**config.mk**
```make
export PLATFORM = sky130hd
export DESIGN_NAME = encoder_angle_unwrap_stall
export DESIGN_NICKNAME = d
export VERILOG_FILES = /design/src/rtl/core/eaus_pkg.sv /design/src/rtl/core/encoder_angle_unwrap_stall.sv /design/src/rtl/core/eaus_cfg_regs.sv /design/src/rtl/core/eaus_input_stage.sv /design/src/rtl/core/eaus_tracker.sv
export VERILOG_INCLUDE_DIRS = /design/src /design/src/rtl/core
export SDC_FILE = /design/constraint.sdc
export NUM_CORES = 1
export LEC_CHECK = 0
export CORE_MARGIN = 8
export CORE_UTILIZATION = 52
export DETAILED_ROUTE_END_ITERATION = 10
export DONT_BUFFER_PORTS = 1
export PLACE_DENSITY = 0.65
export SLEW_MARGIN = 40
export SYNTH_ARGS = -nofsm -noshare
export SYNTH_HDL_FRONTEND = slang
export SYNTH_SLANG_ARGS = --single-unit
```
**constraint.sdc**
```tcl
create_clock -name clk -period 21.2 [get_ports clk]
set_clock_uncertainty 0.2 [all_clocks]
set_input_delay 6.36 -clock clk [delete_from_list [all_inputs] [get_ports clk]]
set_output_delay 6.36 -clock clk [all_outputs]
set_load 0.1 [all_outputs]
```
**src/rtl/core/encoder_angle_unwrap_stall_defines.svh**
```systemverilog
// Assertion macros shared by the encoder angle unwrapper.
// Each macro expects clk and rst_n to be visible where it is used.
`ifndef ENCODER_ANGLE_UNWRAP_STALL_DEFINES_SVH
`define ENCODER_ANGLE_UNWRAP_STALL_DEFINES_SVH

// The consequent must hold in the same cycle as the antecedent.
`define EAUS_ASSERT_SAME(label, ante, cons, msg) \
    label: assert property (@(posedge clk) disable iff (!rst_n) (ante) |-> (cons)) \
        else $error(msg);

// The consequent must hold in the cycle after the antecedent.
`define EAUS_ASSERT_NEXT(label, ante, cons, msg) \
    label: assert property (@(posedge clk) disable iff (!rst_n) (ante) |=> (cons)) \
        else $error(msg);

`endif

```
**src/rtl/core/eaus_pkg.sv**
```systemverilog
package eaus_pkg;

    // Fixed field widths.
    localparam int ANGLE_W    = 17;
    localparam int POS_W      = 32;
    localparam int TIME_W     = 32;
    localparam int THR_W      = 31;
    localparam int CFG_INDEX_W = 2;
    localparam int CFG_DATA_W = 32;

    // Default parameter values.
    localparam int ANGLE_FRACTION_BITS_DEF = 8;
    localparam int ADC_BITS_DEF            = 12;

    // Register reset values.
    localparam int unsigned MIN_SPAN_RESET = 100;
    localparam logic [TIME_W-1:0] STALL_TIMEOUT_RESET = 32'd1000;
    localparam logic [THR_W-1:0] MOVE_THRESHOLD_RESET = 31'd23040;

    // Register indexes.
    localparam logic [CFG_INDEX_W-1:0] REG_MIN_SPAN       = 2'd0;
    localparam logic [CFG_INDEX_W-1:0] REG_STALL_TIMEOUT  = 2'd1;
    localparam logic [CFG_INDEX_W-1:0] REG_MOVE_THRESHOLD = 2'd2;

    // One sample after the input register, with stability already decided.
    typedef struct packed {
        logic               restart;
        logic               stable;
        logic [ANGLE_W-1:0] angle;
        logic [TIME_W-1:0]  now_ms;
    } sample_t;

    // Settings used by the stall detector.
    typedef struct packed {
        logic [TIME_W-1:0] timeout;
        logic [THR_W-1:0]  threshold;
    } stall_cfg_t;

endpackage

```
**src/rtl/core/encoder_angle_unwrap_stall.sv**
```systemverilog
// A sample passes the input register and then the result register before its result is
// offered. Throughput: one item per cycle while out_ready is not held low.
// An input register and a result register part the two sides, so a result may wait
// while the next sample is taken.
// Reset (asynchronous, active low) clears both stages, sets the reference as awaited
// and loads the register defaults; it takes effect at once with no clearing pass.
`include "encoder_angle_unwrap_stall_defines.svh"

module encoder_angle_unwrap_stall #(
    parameter int ANGLE_FRACTION_BITS = eaus_pkg::ANGLE_FRACTION_BITS_DEF,
    parameter int ADC_BITS            = eaus_pkg::ADC_BITS_DEF
) (
    input  logic                               clk,
    input  logic                               rst_n,
    input  logic                               cfg_valid,
    output logic                               cfg_ready,
    input  logic [eaus_pkg::CFG_INDEX_W-1:0]   cfg_index,
    input  logic [eaus_pkg::CFG_DATA_W-1:0]    cfg_data,
    input  logic                               in_valid,
    output logic                               in_ready,
    input  logic                               restart,
    input  logic [eaus_pkg::ANGLE_W-1:0]       angle,
    input  logic                               bounds_valid,
    input  logic [ADC_BITS-1:0]                sine_min,
    input  logic [ADC_BITS-1:0]                sine_max,
    input  logic [ADC_BITS-1:0]                cosine_min,
    input  logic [ADC_BITS-1:0]                cosine_max,
    input  logic [eaus_pkg::TIME_W-1:0]        now_ms,
    output logic                               out_valid,
    input  logic                               out_ready,
    output logic signed [eaus_pkg::POS_W-1:0]  unwrapped_position,
    output logic                               stall_res,
    output logic                               awaiting_reference
);

    logic [ADC_BITS-1:0]  min_span;
    eaus_pkg::stall_cfg_t stall_cfg;
    logic                 advance;
    logic                 s1_valid;
    eaus_pkg::sample_t    sample;
    logic                 take;

    // Configuration registers.
    eaus_cfg_regs #(
        .ADC_BITS (ADC_BITS)
    ) u_cfg_regs (
        .clk       (clk),
        .rst_n     (rst_n),
        .cfg_valid (cfg_valid),
        .cfg_ready (cfg_ready),
        .cfg_index (cfg_index),
        .cfg_data  (cfg_data),
        .min_span  (min_span),
        .stall_cfg (stall_cfg)
    );

    // Stability check and input register.
    eaus_input_stage #(
        .ADC_BITS (ADC_BITS)
    ) u_input_stage (
        .clk          (clk),
        .rst_n        (rst_n),
        .in_valid     (in_valid),
        .in_ready     (in_ready),
        .restart      (restart),
        .angle        (angle),
        .bounds_valid (bounds_valid),
        .sine_min     (sine_min),
        .sine_max     (sine_max),
        .cosine_min   (cosine_min),
        .cosine_max   (cosine_max),
        .now_ms       (now_ms),
        .min_span     (min_span),
        .advance      (advance),
        .s1_valid     (s1_valid),
        .sample       (sample)
    );

    // Unwrapping, stall detection and result register.
    eaus_tracker #(
        .ANGLE_FRACTION_BITS (ANGLE_FRACTION_BITS)
    ) u_tracker (
        .clk                (clk),
        .rst_n              (rst_n),
        .s1_valid           (s1_valid),
        .sample             (sample),
        .stall_cfg          (stall_cfg),
        .out_ready          (out_ready),
        .advance            (advance),
        .out_valid          (out_valid),
        .unwrapped_position (unwrapped_position),
        .stall_res          (stall_res),
        .awaiting_reference (awaiting_reference)
    );

    assign take = s1_valid && advance;

    // A sample moving into the tracker always yields a result in the next cycle.
    `EAUS_ASSERT_NEXT(a_take_gives_result, take, out_valid, "sample lost in the tracker")

    // A restarted sample has just moved, so it can never report a stall.
    `EAUS_ASSERT_NEXT(a_restart_no_stall, take && sample.restart, !stall_res, "stall on restart")

    // The total is held at zero until a reference has been taken.
    `EAUS_ASSERT_SAME(a_waiting_zero_total, out_valid && awaiting_reference, unwrapped_position == '0, "non-zero total while waiting")

    // Whenever the output side takes a transfer, the input side is open.
    `EAUS_ASSERT_SAME(a_ready_follows, out_ready, in_ready, "input stalled while output drains")

endmodule

```
**src/rtl/core/eaus_cfg_regs.sv**
```systemverilog
module eaus_cfg_regs #(
    parameter int ADC_BITS = eaus_pkg::ADC_BITS_DEF
) (
    input  logic                             clk,
    input  logic                             rst_n,
    input  logic                             cfg_valid,
    output logic                             cfg_ready,
    input  logic [eaus_pkg::CFG_INDEX_W-1:0] cfg_index,
    input  logic [eaus_pkg::CFG_DATA_W-1:0]  cfg_data,
    output logic [ADC_BITS-1:0]              min_span,
    output eaus_pkg::stall_cfg_t             stall_cfg
);

    logic [ADC_BITS-1:0]        min_span_reg;
    eaus_pkg::stall_cfg_t       stall_cfg_reg;

    // The register file can take a write in every cycle.
    assign cfg_ready = 1'b1;

    // Register writes; an index beyond the list is ignored.
    always_ff @(posedge clk or negedge rst_n)
    begin
        if (!rst_n)
        begin
            min_span_reg            <= ADC_BITS'(eaus_pkg::MIN_SPAN_RESET);
            stall_cfg_reg.timeout   <= eaus_pkg::STALL_TIMEOUT_RESET;
            stall_cfg_reg.threshold <= eaus_pkg::MOVE_THRESHOLD_RESET;
        end
        else if (cfg_valid)
        begin
            unique case (cfg_index)
                eaus_pkg::REG_MIN_SPAN:
                    min_span_reg <= cfg_data[ADC_BITS-1:0];
                eaus_pkg::REG_STALL_TIMEOUT:
                    stall_cfg_reg.timeout <= cfg_data[eaus_pkg::TIME_W-1:0];
                eaus_pkg::REG_MOVE_THRESHOLD:
                    stall_cfg_reg.threshold <= cfg_data[eaus_pkg::THR_W-1:0];
                default:
                begin
                end
            endcase
        end
    end

    assign min_span  = min_span_reg;
    assign stall_cfg = stall_cfg_reg;

endmodule

```
**src/rtl/core/eaus_input_stage.sv**
```systemverilog
module eaus_input_stage #(
    parameter int ADC_BITS = eaus_pkg::ADC_BITS_DEF
) (
    input  logic                          clk,
    input  logic                          rst_n,
    input  logic                          in_valid,
    output logic                          in_ready,
    input  logic                          restart,
    input  logic [eaus_pkg::ANGLE_W-1:0]  angle,
    input  logic                          bounds_valid,
    input  logic [ADC_BITS-1:0]           sine_min,
    input  logic [ADC_BITS-1:0]           sine_max,
    input  logic [ADC_BITS-1:0]           cosine_min,
    input  logic [ADC_BITS-1:0]           cosine_max,
    input  logic [eaus_pkg::TIME_W-1:0]   now_ms,
    input  logic [ADC_BITS-1:0]           min_span,
    input  logic                          advance,
    output logic                          s1_valid,
    output eaus_pkg::sample_t             sample
);

    logic              s1_valid_reg;
    logic              s1_valid_next;
    eaus_pkg::sample_t sample_reg;
    logic              sine_ok;
    logic              cosine_ok;
    logic              in_xfer;

    // A span is stable only when max lies above min by more than min_span.
    // An inverted pair is never stable, so the subtraction cannot wrap.
    assign sine_ok   = (sine_max > sine_min) && ((sine_max - sine_min) > min_span);
    assign cosine_ok = (cosine_max > cosine_min) && ((cosine_max - cosine_min) > min_span);

    // The stage takes a new sample when empty or when its sample moves on.
    assign in_ready = !s1_valid_reg || advance;
    assign in_xfer  = in_valid && in_ready;

    always_comb
    begin
        s1_valid_next = s1_valid_reg;
        if (in_xfer)
        begin
            s1_valid_next = 1'b1;
        end
        else if (advance)
        begin
            s1_valid_next = 1'b0;
        end
    end

    always_ff @(posedge clk or negedge rst_n)
    begin
        if (!rst_n)
        begin
            s1_valid_reg <= 1'b0;
        end
        else
        begin
            s1_valid_reg <= s1_valid_next;
        end
    end

    // Sample payload register.
    always_ff @(posedge clk)
    begin
        if (in_xfer)
        begin
            sample_reg.restart <= restart;
            sample_reg.stable  <= bounds_valid && sine_ok && cosine_ok;
            sample_reg.angle   <= angle;
            sample_reg.now_ms  <= now_ms;
        end
    end

    assign s1_valid = s1_valid_reg;
    assign sample   = sample_reg;

endmodule

```
**src/rtl/core/eaus_tracker.sv**
```systemverilog
module eaus_tracker #(
    parameter int ANGLE_FRACTION_BITS = eaus_pkg::ANGLE_FRACTION_BITS_DEF
) (
    input  logic                               clk,
    input  logic                               rst_n,
    input  logic                               s1_valid,
    input  eaus_pkg::sample_t                  sample,
    input  eaus_pkg::stall_cfg_t               stall_cfg,
    input  logic                               out_ready,
    output logic                               advance,
    output logic                               out_valid,
    output logic signed [eaus_pkg::POS_W-1:0]  unwrapped_position,
    output logic                               stall_res,
    output logic                               awaiting_reference
);

    localparam int ANGLE_W   = eaus_pkg::ANGLE_W;
    localparam int POS_W     = eaus_pkg::POS_W;
    localparam int TIME_W    = eaus_pkg::TIME_W;
    localparam int HALF_TURN = 180 << ANGLE_FRACTION_BITS;
    localparam int FULL_TURN = 360 << ANGLE_FRACTION_BITS;
    localparam int DELTA_W   = $clog2(FULL_TURN + (1 << ANGLE_W)) + 1;

    localparam logic signed [DELTA_W-1:0] HALF_C     = DELTA_W'(HALF_TURN);
    localparam logic signed [DELTA_W-1:0] NEG_HALF_C = -DELTA_W'(HALF_TURN);
    localparam logic signed [DELTA_W-1:0] FULL_C     = DELTA_W'(FULL_TURN);
    localparam logic signed [POS_W-1:0]   POS_MAX    = {1'b0, {(POS_W-1){1'b1}}};
    localparam logic signed [POS_W-1:0]   POS_MIN    = {1'b1, {(POS_W-1){1'b0}}};

    // Tracker state.
    logic [ANGLE_W-1:0]      prev_angle_reg;
    logic [ANGLE_W-1:0]      prev_angle_next;
    logic                    waiting_reg;
    logic                    waiting_next;
    logic signed [POS_W-1:0] total_reg;
    logic signed [POS_W-1:0] total_next;
    logic [TIME_W-1:0]       move_time_reg;
    logic [TIME_W-1:0]       move_time_next;
    logic signed [POS_W-1:0] move_pos_reg;
    logic signed [POS_W-1:0] move_pos_next;

    // Result register.
    logic                    out_valid_reg;
    logic signed [POS_W-1:0] position_reg;
    logic                    stall_reg;
    logic                    stall_next;
    logic                    awaiting_reg;

    // State as seen after a restart has been applied.
    logic [ANGLE_W-1:0]      prev_eff;
    logic                    waiting_eff;
    logic signed [POS_W-1:0] total_eff;
    logic [TIME_W-1:0]       move_time_eff;
    logic signed [POS_W-1:0] move_pos_eff;

    logic signed [DELTA_W-1:0] delta_raw;
    logic signed [DELTA_W-1:0] delta_fold;
    logic signed [POS_W:0]     sum;
    logic signed [POS_W-1:0]   sum_sat;
    logic signed [POS_W:0]     diff;
    logic [POS_W:0]            diff_abs;
    logic                      moved;
    logic                      take;

    // The result register frees up when empty or when its result is taken.
    assign advance = !out_valid_reg || out_ready;
    assign take    = s1_valid && advance;

    // A restart re-zeroes the tracker before the sample is considered.
    always_comb
    begin
        if (sample.restart)
        begin
            prev_eff      = sample.angle;
            waiting_eff   = 1'b1;
            total_eff     = '0;
            move_time_eff = sample.now_ms;
            move_pos_eff  = '0;
        end
        else
        begin
            prev_eff      = prev_angle_reg;
            waiting_eff   = waiting_reg;
            total_eff     = total_reg;
            move_time_eff = move_time_reg;
            move_pos_eff  = move_pos_reg;
        end
    end

    // Shortest-path delta, folded once at plus or minus half a turn.
    always_comb
    begin
        delta_raw = $signed({{(DELTA_W-ANGLE_W){1'b0}}, sample.angle})
                  - $signed({{(DELTA_W-ANGLE_W){1'b0}}, prev_eff});
        if (delta_raw > HALF_C)
        begin
            delta_fold = delta_raw - FULL_C;
        end
        else if (delta_raw < NEG_HALF_C)
        begin
            delta_fold = delta_raw + FULL_C;
        end
        else
        begin
            delta_fold = delta_raw;
        end
    end

    // Saturating accumulation into the running total.
    always_comb
    begin
        sum = $signed({total_eff[POS_W-1], total_eff}) + (POS_W+1)'(delta_fold);
        if (sum[POS_W] != sum[POS_W-1])
        begin
            sum_sat = sum[POS_W] ? POS_MIN : POS_MAX;
        end
        else
        begin
            sum_sat = sum[POS_W-1:0];
        end
    end

    // Reference handling: unstable samples only refresh the angle while waiting.
    always_comb
    begin
        prev_angle_next = (waiting_eff || sample.stable) ? sample.angle : prev_eff;
        waiting_next    = waiting_eff && !sample.stable;
        total_next      = (sample.stable && !waiting_eff) ? sum_sat : total_eff;
    end

    // Movement check against the last point at which motion was seen.
    always_comb
    begin
        diff     = $signed({total_next[POS_W-1], total_next})
                 - $signed({move_pos_eff[POS_W-1], move_pos_eff});
        diff_abs = diff[POS_W] ? $unsigned(-diff) : $unsigned(diff);
        moved    = diff_abs > {2'b00, stall_cfg.threshold};
        move_pos_next  = moved ? total_next : move_pos_eff;
        move_time_next = moved ? sample.now_ms : move_time_eff;
        stall_next     = (sample.now_ms - move_time_next) > stall_cfg.timeout;
    end

    always_ff @(posedge clk or negedge rst_n)
    begin
        if (!rst_n)
        begin
            prev_angle_reg <= '0;
            waiting_reg    <= 1'b1;
            total_reg      <= '0;
            move_time_reg  <= '0;
            move_pos_reg   <= '0;
            out_valid_reg  <= 1'b0;
        end
        else
        begin
            if (take)
            begin
                prev_angle_reg <= prev_angle_next;
                waiting_reg    <= waiting_next;
                total_reg      <= total_next;
                move_time_reg  <= move_time_next;
                move_pos_reg   <= move_pos_next;
            end
            if (advance)
            begin
                out_valid_reg <= s1_valid;
            end
        end
    end

    // Result payload register.
    always_ff @(posedge clk)
    begin
        if (take)
        begin
            position_reg <= total_next;
            stall_reg    <= stall_next;
            awaiting_reg <= waiting_next;
        end
    end

    assign out_valid          = out_valid_reg;
    assign unwrapped_position = position_reg;
    assign stall_res          = stall_reg;
    assign awaiting_reference = awaiting_reg;

endmodule
```
# Word-level counts from Yosys, hierarchy flattened
# Index checks and enable logic that the tools add are counted.
dict set report totals {
  register_bits 276
  input_bits 138
}
dict set report classes {
  add_sub_neg 9
  magnitude_cmp 8
  eq_ne 3
  mux 16
  n_reduce_logical 20
}
# op n
set ops {}
lappend ops {{32-bit 2-to-1 mux} 8}
lappend ops {{12-bit greater-than comparator} 4}
lappend ops {{19-bit 2-to-1 mux} 2}
lappend ops {{17-bit 2-to-1 mux} 2}
lappend ops {{32-bit by 19-bit adder with 33-bit output} 1}
lappend ops {{33-bit by 31-bit greater-than comparator with 1-bit output} 1}
lappend ops {{33-bit 2-to-1 mux} 1}
lappend ops {{33-bit negation} 1}
lappend ops {{32-bit by 32-bit subtractor with 33-bit output} 1}
lappend ops {{32-bit greater-than comparator} 1}
lappend ops {{32-bit subtractor} 1}
lappend ops {{12-bit subtractor} 2}
lappend ops {{19-bit by 18-bit adder with 19-bit output, second input constant} 1}
lappend ops {{19-bit by 17-bit greater-than comparator with 1-bit output, second input constant} 1}
lappend ops {{19-bit by 17-bit less-than comparator with 1-bit output, second input constant} 1}
lappend ops {{19-bit by 18-bit subtractor with 19-bit output, second input constant} 1}
lappend ops {{17-bit by 17-bit subtractor with 18-bit output} 1}
lappend ops {{1-bit logical AND} 8}
lappend ops {{2-bit AND reduction} 3}
lappend ops {{1-bit logical NOT} 4}
lappend ops {{1-bit logical OR} 3}
lappend ops {{1-bit 2-to-1 mux} 3}
lappend ops {{2-bit by 1-bit == test with 1-bit output, second input constant} 1}
lappend ops {{2-bit == test, second input constant} 1}
lappend ops {{other kinds (3)} 3}

# Longest topological paths before layout
dict set report depth {
  ltp_word 16
  ltp_mapped 90
  mapped_depth_nobuf 85
}

# Modules after synthesis
# A second synthesis with hierarchy kept.
dict set report unflattened {
  hier_cells 2338
  hier_area_um2 21496.9
}
# mod instances cells_per_inst area_per_inst_um2
set by_module_without_submodules {}
lappend by_module_without_submodules {eaus_tracker 1 1875 15248.4}
lappend by_module_without_submodules {eaus_input_stage 1 301 3384.5}
lappend by_module_without_submodules {eaus_cfg_regs 1 162 2864.0}

# Worst setup path before layout
# No wires, ideal clock.
dict set report synth_timing {
  path_kind {register to register}
  startpoint {reg u_input_stage.sample_reg, in the netlist u_input_stage.sample[50]}
  endpoint {reg u_tracker.stall_reg (netlist: u_tracker.stall_res), data pin}
  arrival_time_ps 18411
  required_ps 20734
  setup_slack_ps 2323
  path_stages_with_launch 78
  period_less_slack_ps 18877
  path_cell_list {edfxtp_1 -> clkbuf_1 -> clkbuf_1 -> clkbuf_1 -> mux2_2 -> ha_1 -> fa_1 -> nor2b_1 -> o21ai_0 -> a21boi_0 -> o21ai_0 -> a21boi_0 -> o21ai_0 -> a21boi_0 -> o21ai_0 -> a21boi_0 -> o21ai_0 -> a21o_1 -> [... 42 more ...] -> buf_1 -> mux2i_1 -> ha_1 -> or3_2 -> a21o_2 -> o2111ai_1 -> a31oi_1 -> nor3_1 -> a21oi_1 -> a221oi_1 -> xnor2_1 -> ha_1 -> a21o_1 -> a21o_1 -> a21oi_1 -> o21ai_0 -> a21oi_1 -> a31oi_1}
}
dict set report synth_between {
  elab_chain_len 16
  word_cells_on_any_way 26
  cone_classes {add/sub (7); order compare (4); eq/ne (1); mux (12); reduce/logical (2)}
}
# element line
set synth_lines {}
lappend synth_lines {{start, declared} eaus_input_stage.sv:24} ;# eaus_pkg::sample_t sample_reg;
lappend synth_lines {{17-bit 2-to-1 mux} eaus_tracker.sv:72} ;# if (sample.restart)
lappend synth_lines {{17-bit by 17-bit subtractor with 18-bit output} eaus_tracker.sv:94} ;# - $signed({{(DELTA_W-ANGLE_W){1'b0}}, prev_eff});
lappend synth_lines {{19-bit by 18-bit adder with 19-bit output or 19-bit by 17-bit less-than comparator with 1-bit output (tied branches)} {eaus_tracker.sv:101, eaus_tracker.sv:99}}
lappend synth_lines {{19-bit 2-to-1 mux} eaus_tracker.sv:99} ;# else if (delta_raw < NEG_HALF_C)
lappend synth_lines {{19-bit 2-to-1 mux} eaus_tracker.sv:95} ;# if (delta_raw > HALF_C)
lappend synth_lines {{32-bit by 19-bit adder with 33-bit output} eaus_tracker.sv:112} ;# sum = $signed({total_eff[POS_W-1], total_eff}) + (POS_W+1)'(delta_fold);
lappend synth_lines {{32-bit 2-to-1 mux or 1-bit inequality test (tied branches)} {eaus_tracker.sv:115, eaus_tracker.sv:113}}
lappend synth_lines {{32-bit 2-to-1 mux} eaus_tracker.sv:113} ;# if (sum[POS_W] != sum[POS_W-1])
lappend synth_lines {{[... 1 more ...]} -}
lappend synth_lines {{via u_tracker.total_next[4]} eaus_tracker.sv:36} ;# logic signed [POS_W-1:0] total_next;
lappend synth_lines {{32-bit by 32-bit subtractor with 33-bit output *} eaus_tracker.sv:135} ;# - $signed({move_pos_eff[POS_W-1], move_pos_eff});
lappend synth_lines {{33-bit negation} eaus_tracker.sv:136} ;# diff_abs = diff[POS_W] ? $unsigned(-diff) : $unsigned(diff);
lappend synth_lines {{33-bit 2-to-1 mux *} eaus_tracker.sv:136}
lappend synth_lines {{33-bit by 31-bit greater-than comparator with 1-bit output *} eaus_tracker.sv:137} ;# moved = diff_abs > {2'b00, stall_cfg.threshold};
lappend synth_lines {{32-bit 2-to-1 mux *} eaus_tracker.sv:139} ;# move_time_next = moved ? sample.now_ms : move_time_eff;
lappend synth_lines {{32-bit subtractor *} eaus_tracker.sv:140} ;# stall_next = (sample.now_ms - move_time_next) > stall_cfg.timeout;
lappend synth_lines {{32-bit greater-than comparator *} eaus_tracker.sv:140}
lappend synth_lines {{via u_tracker.stall_next} eaus_tracker.sv:46} ;# logic stall_next;
lappend synth_lines {{end signal, assigned} eaus_tracker.sv:177} ;# stall_reg <= stall_next;
lappend synth_lines {{end, declared} eaus_tracker.sv:45} ;# logic stall_reg;
# The timed path passes the listed nets; every way through them passes the cells marked *.
# A chain may end at the register's enable or synchronous reset.

# Final worst setup path
# Ends and elaborated chain as after synthesis.

==> key figures <==
Run status
  – Status: finished clean

Logic synthesis
  – Cell Area, Synth: 21230 sq um
  – Syn Inst Count: 2318
  – Synth area leaders: dfrtp_1 (21%), ha_1 (13%), edfxtp_1 (12%)
  – Synth cell count leaders: nand2_1 (224), ha_1 (219), dfrtp_1 (177)
  – Most frequent cell after synthesis: nand2_1
  – Distinct cells, synth: 102
  – Synth warn: 0
  – Area share of the largest cell type after synthesis: 20.86%
  – Synth async-reset ratio: 69.20%
  – Syn nets: 2680
  – Leading area contributor after synthesis: dfrtp_1
  – Register area share after synthesis: 34.62%
  – Most common flop cell mapped by yosys: dfrtp_1
  – Syn_area_per_cell: 9.159 sq um
  – EDFF count, synth: 85
  – Synth Register Bits: 276

Floorplanning
  – Starting Density: 52.35%
  – Placement row count: 74
  – Chip height: 218.1 microns
  – Core box area: 40550 sq um
  – Die area: 47550 sq um
  – Die X: 218.1 microns
  – Ports: 175

Route
  – First DRT Iteration DRCs: 1014
  – Via density: 5.953
  – Total Routed Length: 56630 microns
  – Detailed Routing Iterations Pass 1: 6
  – Routed Antenna Nets: 0
  – Routed length per instance: 19.57 microns
  – Via count: 17221
  – # DRC: 0

Critical path
  – Kind of critical path: register to register
  – Top delay family on crit path: compound AO/OA/AOI/OAI gates
  – Critical Path Fanout Max: 20
  – Data arrival, critical path: 19.80 ns
  – Crit path required time: 21.29 ns
  – Most frequent CP cell: o21ai_0
  – Crit path capture type: register
  – CP bufs+invs: 3
  – CP max stage cell: or4b_2
  – Startpoint types: register
  – Worst path max stage delay: 0.68 ns

Timing
  – Final hold slack: 0.2781 ns
  – Setup violators final: 0
  – Fin. max-slew vios: 0
  – Setup TNS: 0 ns
  – Unrepaired setup endpoints after global routing: no
  – Max_slew headroom: 39.27%
  – Final period utilization: 93.01%
  – Worst-Margin Slew: 0.9129 ns
  – Hold Vio Cnt, Final: 0
  – Post-layout minimum cycle time: 19.72 ns
  – Fmax achieved: 0.05072 GHz

Global route
  – Initial antenna violation count: 2
  – Remaining Overflow, GRT: 0
  – Total global-route track usage: 23.32%
  – Number of global-route vias before repair: 17109
  – First-pass GRT wire length: 90110 microns
  – Largest net degree at the start of global routing: 192

Placement
  – DP Wirelength: 42860 microns
  – IO Port Bufs: 0
  – RePlAce Congestion: 0.8964

Final layout
  – Layout fillers: 3540
  – Layout Area Growth over Synthesis: 11.33%
  – Largest register FFs: 63
  – Ratio of cells with drive above 1 in the final layout: 11.23%
  – Layout Nets: 2695

Clock tree
  – Clk sinks: 276
  – H-tree levels: 2
  – Max clock buf depth: 3
  – Clk pin slew, worst setup/hold paths: 0.06 ns
  – Insertion delay to the later sink of the worst-skew pair: 0.56 ns
  – Clk root buf: clkbuf_16
  – Inserted Clock Buffers: 34
  – CTS tree: yes

Job
  – Max-Cap Viols: 0

Hold path
  – HP Class: register to register
## cell usage in the layout (no fill, tap or decap), drive strengths merged, types with 24 or more instances in the layout
cell type	n
clkbuf	57
inv	168
a21o	62
mux2	86
xnor2	89
a21oi	156
mux2i	44
nor2b	57
buf	46
a31oi	35
a211oi	24
nor2	142
ha	219
nor3	41
nand4	34
o21ai	170
nand3	37
dfrtp	177
nand2	224
xor2	48
edfxtp	85
nand2b	55
## tightest hold or removal path, delay by kind of cell (launching register included)
kind,cells,cell delay (ns)
AOI/OAI and AO/OA,1,0.06
DFF,1,0.34
and+or+nand+nor,1,0.05
## stage by stage
step	setup slack [ns]	utilization (%)	instance area, sq um	instances
after floorplan	2.323	-	21230	2318
after global placement	1.676	53.58	21730	2797
after detailed placement	1.475	54.79	22220	2818
after CTS	1.349	57.66	23380	2880
after global routing	0.01601	58.28	23640	2892
final	1.483	58.29	23640	2893
## what timing repair did
action / CTS / global route
setup buffers: 0 / 4
hold buffers: 0 / 0
endpoints found under the setup margin: 0 / 1
gates resized for setup: 0 / 9
## cell type report
cell class,count,area [sq um],share of cell area [%]
diodes,2,5.005,0.02117
clock buffers,51,1027,4.346
clock inverters,11,138.9,0.5875
inverters,169,635.6,2.689
multi-input cells,1800,12970,54.85
flip-flops and latches,276,7351,31.10
well taps,532,665.6,2.816
repair buffers,52,848.3,3.589
## metal layers
metal | GRT usage [%] | wire (microns)
met1 | 31.82 | 26260
met2 | 36.11 | 25240
met3 | 5.021 | 3167
met4 | 8.419 | 1965
met5 | 0 | 0
## kinds of logic after synthesis
family	synth area share, %
AOI/OAI and AO/OA	19.18
buffers and inverters	4.714
other	0.01766
DFF	34.62
muxes	6.636
and+or+nand+nor	15.72
xor gates and xnor gates	5.651
adders and majority gates	13.47
## final timing paths
check / startpoint / to / slack [ns] / cells past startpoint
setup / recovery: u_input_stage.sample[50] / u_tracker.stall_res / 1.48 / 77
setup reg to reg: u_input_stage.sample[50] / u_tracker.stall_res / 1.48 / 77
min in group asynchronous: rst_n / u_tracker.prev_angle_reg[14] / 5.29 / 0
hold / removal: u_tracker.move_time_reg[25] / u_tracker.move_time_reg[25] / 0.28 / 2
hold reg to reg: u_tracker.move_time_reg[25] / u_tracker.move_time_reg[25] / 0.28 / 2
max in group asynchronous: rst_n / u_cfg_regs.stall_cfg[9] / 15.14 / 0
Power is left out: the tool's default activity adds up to more than one toggle a clock period on the data nets, which glitch-free logic cannot reach.
